===== src/sv/grouped_euclidean_distance_ranker_macros.svh =====
// Assertion macros for the grouped Euclidean distance ranker.
// Used by the controller; no other dependencies.
`ifndef GROUPED_EUCLIDEAN_DISTANCE_RANKER_MACROS_SVH
`define GROUPED_EUCLIDEAN_DISTANCE_RANKER_MACROS_SVH
// Assert an implication that holds at every clock edge outside reset.
`define GED_ASSERT_IMPL(label, ante, cons, msg) \
  label: assert property (@(posedge clk) disable iff (!rst_n) (ante) |-> (cons)) \
    else $error(msg);
// Assert an implication whose consequent holds in the cycle after the antecedent.
`define GED_ASSERT_NEXT(label, ante, cons, msg) \
  label: assert property (@(posedge clk) disable iff (!rst_n) (ante) |=> (cons)) \
    else $error(msg);
`endif


===== src/sv/ged_pkg.sv =====
// Shared types and constants of the grouped Euclidean distance ranker.
// Used by the controller, the datapath and the top level.
`timescale 1ns / 1ps
`default_nettype none
package ged_pkg;
  localparam int MaxItemsDef = 1024;
  localparam int ValW = 16;
  localparam int ElemsPerGene = 18;
  localparam int DistW = 19;
  localparam int IdxW = 10;
  localparam int CntW = 11;
  localparam int SqW = 36;
  localparam int RootW = 18;
  localparam logic [DistW-1:0] DistMax = 19'h7FFFF;

  localparam logic [1:0] REQ_LOAD = 2'd0;
  localparam logic [1:0] REQ_RUN  = 2'd1;
  localparam logic [1:0] REQ_READ = 2'd2;

  localparam logic [1:0] ST_OK      = 2'd0;
  localparam logic [1:0] ST_NOTRUN  = 2'd1;
  localparam logic [1:0] ST_RANGE   = 2'd2;

  localparam logic CFG_REF = 1'b0;
  localparam logic CFG_CNT = 1'b1;

  // controller to datapath
  typedef struct packed {
    logic clr_acc;     // start a new gene: clear group sum and total
    logic elem_rd;     // issue a read of element pair at elem_idx
    logic sq_acc;      // add squared difference of the returned pair
    logic root_start;  // start square root on the group sum
    logic root_step;   // one root iteration
    logic root_add;    // add finished root into total
    logic ins_start;   // begin insertion at position gene
    logic ins_rd;      // read sorted entry j-1
    logic ins_shift;   // move entry j-1 to j, j--
    logic ins_put;     // write new entry at j
  } ged_cmd_t;

  // datapath to controller
  typedef struct packed {
    logic ins_stop;    // j == 0 or entry j-1 <= d
  } ged_sts_t;
endpackage
`default_nettype wire


===== src/sv/ged_ctrl.sv =====
// Controller of the ranker: request decode, run sequencing, result register.
// Depends on ged_pkg and the assertion macros header.
`timescale 1ns / 1ps
`default_nettype none
`include "grouped_euclidean_distance_ranker_macros.svh"
module ged_ctrl #(
  parameter int MAX_ITEMS = ged_pkg::MaxItemsDef,
  parameter int GW = $clog2(MAX_ITEMS)
) (
  input  wire logic                 clk,
  input  wire logic                 rst_n,
  input  wire logic                 req_valid,
  output logic                      req_ready,
  input  wire logic [1:0]           req_type,
  input  wire logic [9:0]           req_gene,
  input  wire logic [1:0]           req_group,
  input  wire logic [9:0]           req_rank,
  input  wire logic [9:0]           ref_index,
  input  wire logic [10:0]          gene_count,
  output ged_pkg::ged_cmd_t         cmd,
  input  wire ged_pkg::ged_sts_t    sts,
  output logic                      ld_we,
  output logic [GW-1:0]             gene,
  output logic [GW-1:0]             ref_gene,
  output logic [4:0]                elem_idx,
  output logic [GW-1:0]             rd_rank,
  input  wire logic [GW-1:0]        rd_gene,
  input  wire logic [ged_pkg::DistW-1:0] rd_dist,
  output logic                      res_valid,
  input  wire logic                 res_ready,
  output logic [1:0]                res_status,
  output logic [9:0]                res_gene,
  output logic [ged_pkg::DistW-1:0] res_dist
);
  import ged_pkg::*;

  localparam logic [3:0] S_IDLE  = 4'd0;
  localparam logic [3:0] S_RDA   = 4'd1;
  localparam logic [3:0] S_RDB   = 4'd2;
  localparam logic [3:0] S_ACC   = 4'd3;
  localparam logic [3:0] S_RST   = 4'd4;
  localparam logic [3:0] S_ROOT  = 4'd5;
  localparam logic [3:0] S_RADD  = 4'd6;
  localparam logic [3:0] S_IRD   = 4'd7;
  localparam logic [3:0] S_ICHK  = 4'd8;
  localparam logic [3:0] S_READ  = 4'd9;
  localparam logic [3:0] S_START = 4'd10;

  logic [3:0]    state_r, state_nxt;
  logic [4:0]    elem_r, elem_nxt;
  logic [4:0]    step_r, step_nxt;
  logic [GW-1:0] gene_r, gene_nxt;
  logic [GW:0]   n_r, n_nxt;
  logic [GW:0]   ranked_r, ranked_nxt;
  logic          sorted_r, sorted_nxt;
  logic          vld_r, vld_nxt;
  logic [1:0]    st_r, st_nxt;
  logic [9:0]    go_r, go_nxt;
  logic [DistW-1:0] do_r, do_nxt;
  logic          acc;
  logic [GW:0]   n_eff;

  assign req_ready = (state_r == S_IDLE) && !vld_r;
  assign acc = req_valid && req_ready;
  assign n_eff = (32'(gene_count) > 32'(MAX_ITEMS)) ? (GW+1)'(MAX_ITEMS) : (GW+1)'(gene_count);
  assign gene = gene_r;
  assign ref_gene = GW'(ref_index);
  assign elem_idx = elem_r;
  assign rd_rank = GW'(req_rank);
  assign ld_we = acc && (req_type == REQ_LOAD) && (32'(req_gene) < 32'(MAX_ITEMS))
                 && (req_group != 2'd3);
  assign res_valid = vld_r;
  assign res_status = st_r;
  assign res_gene = go_r;
  assign res_dist = do_r;

  always_comb begin
    state_nxt = state_r; elem_nxt = elem_r; step_nxt = step_r; gene_nxt = gene_r;
    n_nxt = n_r; ranked_nxt = ranked_r; sorted_nxt = sorted_r;
    vld_nxt = vld_r; st_nxt = st_r; go_nxt = go_r; do_nxt = do_r;
    cmd = '0;
    if (vld_r && res_ready) vld_nxt = 1'b0;
    case (state_r)
      S_IDLE: begin
        if (acc) begin
          go_nxt = '0; do_nxt = '0; st_nxt = ST_RANGE;
          case (req_type)
            REQ_LOAD: begin
              st_nxt = ld_we ? ST_OK : ST_RANGE;
              vld_nxt = 1'b1;
            end
            REQ_RUN: begin
              if (32'(ref_index) < 32'(n_eff)) begin
                n_nxt = n_eff; gene_nxt = '0; state_nxt = S_START;
              end else vld_nxt = 1'b1;
            end
            REQ_READ: begin
              if (!sorted_r) begin st_nxt = ST_NOTRUN; vld_nxt = 1'b1; end
              else if (32'(req_rank) < 32'(ranked_r)) state_nxt = S_READ;
              else vld_nxt = 1'b1;
            end
            default: vld_nxt = 1'b1;
          endcase
        end
      end
      S_READ: begin
        st_nxt = ST_OK; go_nxt = 10'(rd_gene); do_nxt = rd_dist;
        vld_nxt = 1'b1; state_nxt = S_IDLE;
      end
      S_START: begin
        cmd.clr_acc = 1'b1; elem_nxt = '0; state_nxt = S_RDA;
      end
      S_RDA: begin cmd.elem_rd = 1'b1; state_nxt = S_RDB; end
      S_RDB: state_nxt = S_ACC;
      S_ACC: begin
        cmd.sq_acc = 1'b1;
        elem_nxt = elem_r + 5'd1;
        state_nxt = (elem_r == 5'd5 || elem_r == 5'd11 || elem_r == 5'd17) ? S_RST : S_RDA;
      end
      S_RST: begin cmd.root_start = 1'b1; step_nxt = '0; state_nxt = S_ROOT; end
      S_ROOT: begin
        cmd.root_step = 1'b1; step_nxt = step_r + 5'd1;
        if (step_r == 5'd17) state_nxt = S_RADD;
      end
      S_RADD: begin
        cmd.root_add = 1'b1;
        if (elem_r == 5'd18) begin cmd.ins_start = 1'b1; state_nxt = S_IRD; end
        else state_nxt = S_RDA;
      end
      S_IRD: begin cmd.ins_rd = 1'b1; state_nxt = S_ICHK; end
      S_ICHK: begin
        if (sts.ins_stop) begin
          cmd.ins_put = 1'b1;
          if ((GW+1)'(gene_r) + 1'b1 == n_r) begin
            ranked_nxt = n_r; sorted_nxt = 1'b1; st_nxt = ST_OK;
            vld_nxt = 1'b1; state_nxt = S_IDLE;
          end else begin
            gene_nxt = gene_r + 1'b1; state_nxt = S_START;
          end
        end else begin
          cmd.ins_shift = 1'b1; state_nxt = S_IRD;
        end
      end
      default: state_nxt = S_IDLE;
    endcase
  end

  always_ff @(posedge clk) begin
    if (!rst_n) begin
      state_r <= S_IDLE; sorted_r <= 1'b0; ranked_r <= '0; vld_r <= 1'b0;
      elem_r <= '0; step_r <= '0; gene_r <= '0; n_r <= '0;
    end else begin
      state_r <= state_nxt; sorted_r <= sorted_nxt; ranked_r <= ranked_nxt;
      vld_r <= vld_nxt; elem_r <= elem_nxt; step_r <= step_nxt;
      gene_r <= gene_nxt; n_r <= n_nxt;
    end
  end

  always_ff @(posedge clk) begin
    st_r <= st_nxt; go_r <= go_nxt; do_r <= do_nxt;
  end

  `GED_ASSERT_IMPL(a_ready_idle, req_ready, state_r == S_IDLE && !vld_r, "ready outside idle")
  `GED_ASSERT_NEXT(a_run_valid, state_r == S_ICHK && state_nxt == S_IDLE, sorted_r, "run end without sorted")
  `GED_ASSERT_IMPL(a_elem_range, state_r == S_RDA, elem_r < 5'd18, "element index out of range")
endmodule
`default_nettype wire


===== config.mk =====
export PLATFORM = sky130hd
export DESIGN_NAME = ged_ctrl
export DESIGN_NICKNAME = d
export VERILOG_FILES = /design/src/sv/ged_pkg.sv /design/src/sv/ged_ctrl.sv
export VERILOG_INCLUDE_DIRS = /design/src /design/src/sv
export SDC_FILE = /design/constraint.sdc
export NUM_CORES = 1
export LEC_CHECK = 0
export BUFFER_PORTS_ARGS = -buffer_cell sky130_fd_sc_hd__buf_2
export CAP_MARGIN = 40
export CORE_MARGIN = 4
export CORE_UTILIZATION = 46
export CTS_CLUSTER_SIZE = 16
export DETAILED_ROUTE_END_ITERATION = 7
export PLACE_DENSITY = 0.77
export SLEW_MARGIN = 20
export SYNTH_ARGS = -nofsm -noshare
export SYNTH_HDL_FRONTEND = slang
export SYNTH_SLANG_ARGS = --single-unit

===== constraint.sdc =====
create_clock -name clk -period 3.5 [get_ports clk]
set_input_delay 0.875 -clock clk [delete_from_list [all_inputs] [get_ports clk]]
set_output_delay 0.875 -clock clk [all_outputs]
set_load 0.01 [all_outputs]

==> run_results.csv <==
group,metric,value,unit
status,status,"completed",
hold_path,hold_class,"reg2reg",
timing,finalCritPeriodShare,90.9,%
yosys,yosysWarnings,0,
cells_and_area,nFillCells,852,
worst_setup_path,cp.arrival,3.44,ns
drt,drtAntennaViolNets,0,
drt,drtPass1Iterations,5,
worst_setup_path,r2r-end,"ranked_r[1]",
floorplanning,die_x,109,um
worst_setup_path,crit_required,3.76,ns
yosys,synthAdderAreaFrac,7.15,%
yosys,synth-simple-area-share,23.3,%
yosys,ys_ff_latch,79,
yosys,yosysTopAreaCellShare,20.3,%
floorplanning,core-area,9860,sq um
yosys,synth_area_per_cell,9.33,sq um
worst_setup_path,r2r_slack,0.32,ns
worst_setup_path,reg2reg_depth,8,
yosys,synth-async-reset-ratio,0,%
hold_path,hp-start,"elem_idx[4]",
yosys,synthXorXnorAreaFrac,1.85,%
cells_and_area,multi_input_area,2440,sq um
pwr,ir_worst_vdd,0.000268,V
cells_and_area,nets,732,
clocking,cts.sinks,79,
timing,hold_viol,0,
timing,worst_slack,0.318,ns
worst_setup_path,end_kind,"flop",
worst_setup_path,critPathBufInv,0,
worst_setup_path,crit_type,"reg2reg",
clocking,tritoncts,"built",
drt,avgViaCountPerCell,5.41,
timing,fin_crit,3.18,ns
pwr,leakagePower,2.48,nW
worst_setup_path,cpPeakStageDelay,0.88,ns
yosys,synthesis.nets,612,
worst_setup_path,setup.worst_path.start,"gene[0]",
global_route,grtUsageTotal,19.8,%
place,finalWeightedCongestion,0.868,
yosys,synth_top_cell_by_area,"dfxtp_1",
global_route,antenna_found_initial,0,
timing,fin_worst_skew,0.00868,ns
clocking,htree_levels,3,
global_route,grt_max_degree,31,
yosys,yosysSeqAreaShare,40.1,%
clocking,cts_root_buf,"clkbuf_8",
clocking,post_cts_buffers,0,
yosys,synthMuxAreaShare,5.11,%
timing,whs,0.512,ns
worst_setup_path,endpoint,"ranked_r[1]",
pwr,powerDensity,520,nW/um^2
worst_setup_path,worst-path-stages,8,
drt,wl,11900,um
drt,vias,4133,
yosys,synth-compound-area-share,14.1,%
cells_and_area,seq_area,1890,sq um
timing,slew_violations,0,
cells_and_area,drive_gt1_share,29.2,%
floorplanning,die_area,11900,sq um
worst_setup_path,crit_path_top_delay_cell,"or4_1",
timing,tns,0,ns
clocking,clk_path_buf_depth,2,
hold_path,min_path_cells,1,
floorplanning,start_util,47.9,%
floorplanning,row_count,36,
worst_setup_path,path_cells,"ha_1, nand3_2, or3_1, a31oi_1, a2bb2oi_1, or4_1, mux2i_1, and2_1",
timing,fmax,314,MHz
clocking,path_clk_slew,0.09,ns
yosys,synth_edf_count,31,
yosys,synth.cell_area,4720,sq um
worst_setup_path,crit_family,"simple AND/OR/NAND/NOR gates",
worst_setup_path,startpoint_type,"flop",
timing,tightest_slew,0.795,ns
timing,maxSlewHeadroom,46.3,%
cells_and_area,num_antenna_cells,0,
timing,grt_setup_unrepaired,"no",
floorplanning,die_h,109,um
place,dpl_worst_slack,0.00840,ns
drt,drtIter0Drc,399,
global_route,grt_pass1_wl,18700,um
clocking,ctsHoldBuffers,0,
yosys,netlist_top_cells_area,"dfxtp_1, edfxtp_1, ha_1",
cells_and_area,final_cell_mix,"buf_2, dfxtp_1, and2_1",
cells_and_area,layout_commonest_cell,"buf_2",
yosys,netlist_instances,506,
yosys,synthDistinctLibCells,63,
worst_setup_path,path_max_fanout,13,
yosys,synthFlopType,"dfxtp_1",
clocking,post_cts_resized,0,
floorplanning,io_pins,158,
flow_run,drv_cap,0,
place,hpwlAfterDp,9180,um
place,port-buffer-count,147,
timing,setup_viol,0,
clocking,insertion_delay,0.36,ns
drt,drc,0,
clocking,cts_buffers,9,
drt,wl_per_cell,15.5,um
global_route,grt_pass1_vias,3881,
yosys,synth_top_family_by_area,"simple AND/OR/NAND/NOR gates",
global_route,grt_overflow_total,0,
cells_and_area,areaGrowthSynthToFinish,18.8,%
worst_setup_path,timing.rr.start,"gene[0]",
## synth_stat cells, drive strengths merged (7+ instances only)
| library cell | n |
|---|---|
| buf | 29 |
| a31oi | 7 |
| and2 | 45 |
| o21ai | 23 |
| nand2b | 17 |
| a21oi | 21 |
| inv | 34 |
| dfxtp | 48 |
| o211ai | 7 |
| nor2b | 17 |
| clkbuf | 16 |
| mux2i | 23 |
| nor2 | 29 |
| nand2 | 19 |
| nand4 | 7 |
| edfxtp | 31 |
| nand3 | 10 |
| ha | 27 |
| nor3 | 10 |
## kinds of logic after synthesis
| family | count (synthesis) |
|---|---|
| and+or+nand+nor | 189 |
| AOI/OAI and AO/OA | 98 |
| xor gates and xnor gates | 10 |
| DFF | 79 |
| adders and majority gates | 27 |
| buffers and inverters | 79 |
| muxes | 24 |
## stage by stage
step | area, sq um | utilization, % | instances | total power, W
5_1_grt | 5610 | 56.9 | 764 | 0.00308
3_3_place_gp | 5410 | 54.8 | 748 | 0.00221
4_1_cts | 5610 | 56.9 | 764 | 0.00293
2_1_floorplan | 4720 | - | 506 | 0.00189
6_report | 5610 | 56.9 | 764 | 0.00292
3_5_place_dp | 5410 | 54.8 | 748 | 0.00223
## where the power goes
| part | internal, W | switching, W | total (W) |
|---|---|---|---|
| sequential | 0.00117 | 0.000107 | 0.00128 |
| combinational | 0.000369 | 0.000565 | 0.000934 |
| clock | 0.000337 | 0.000364 | 0.000701 |
## how the worst min path moves through the flow
stage             endpoint  slack, ns
3_3_place_gp   elem_idx[4]       0.48
5_1_grt           sorted_r       0.53
3_5_place_dp   elem_idx[4]       0.49
2_1_floorplan    step_r[4]       0.47
4_1_cts        elem_idx[4]       0.51
6_report       elem_idx[4]       0.51
## layout make-up
type	count	share of cell area (%)
multi-input cells	348	43.4
flip-flops and latches	79	33.7
repair buffers	154	14.0
well taps	133	2.97
inverters	34	2.27
clock buffers	9	2.21
clock inverters	7	1.38
## state kept, by name, summed over array words and instances, names as in the netlist
| register | count |
|---|---|
| ranked_r | 11 |
| sorted_r | 1 |
| gene | 10 |
| state_r | 4 |
| n_r | 11 |
| step_r | 5 |
| res_valid | 1 |
| res_status | 2 |
| elem_idx | 5 |
| res_gene | 10 |
| res_dist | 19 |
## layer usage
| metal | GRT usage (%) | part of all wire [%] | wire [um] | vias up |
|---|---|---|---|---|
| met4 | 5.97 | 1.4 | 170 | 0 |
| met3 | 3.93 | 8.0 | 953 | 12 |
| li1 | - | - | - | 2018 |
| met1 | 26.2 | 44 | 5230 | 1910 |
| met2 | 32.9 | 46 | 5520 | 193 |
| met5 | 0 | 0 | 0 | - |
Power figures use the tool's default switching activity.
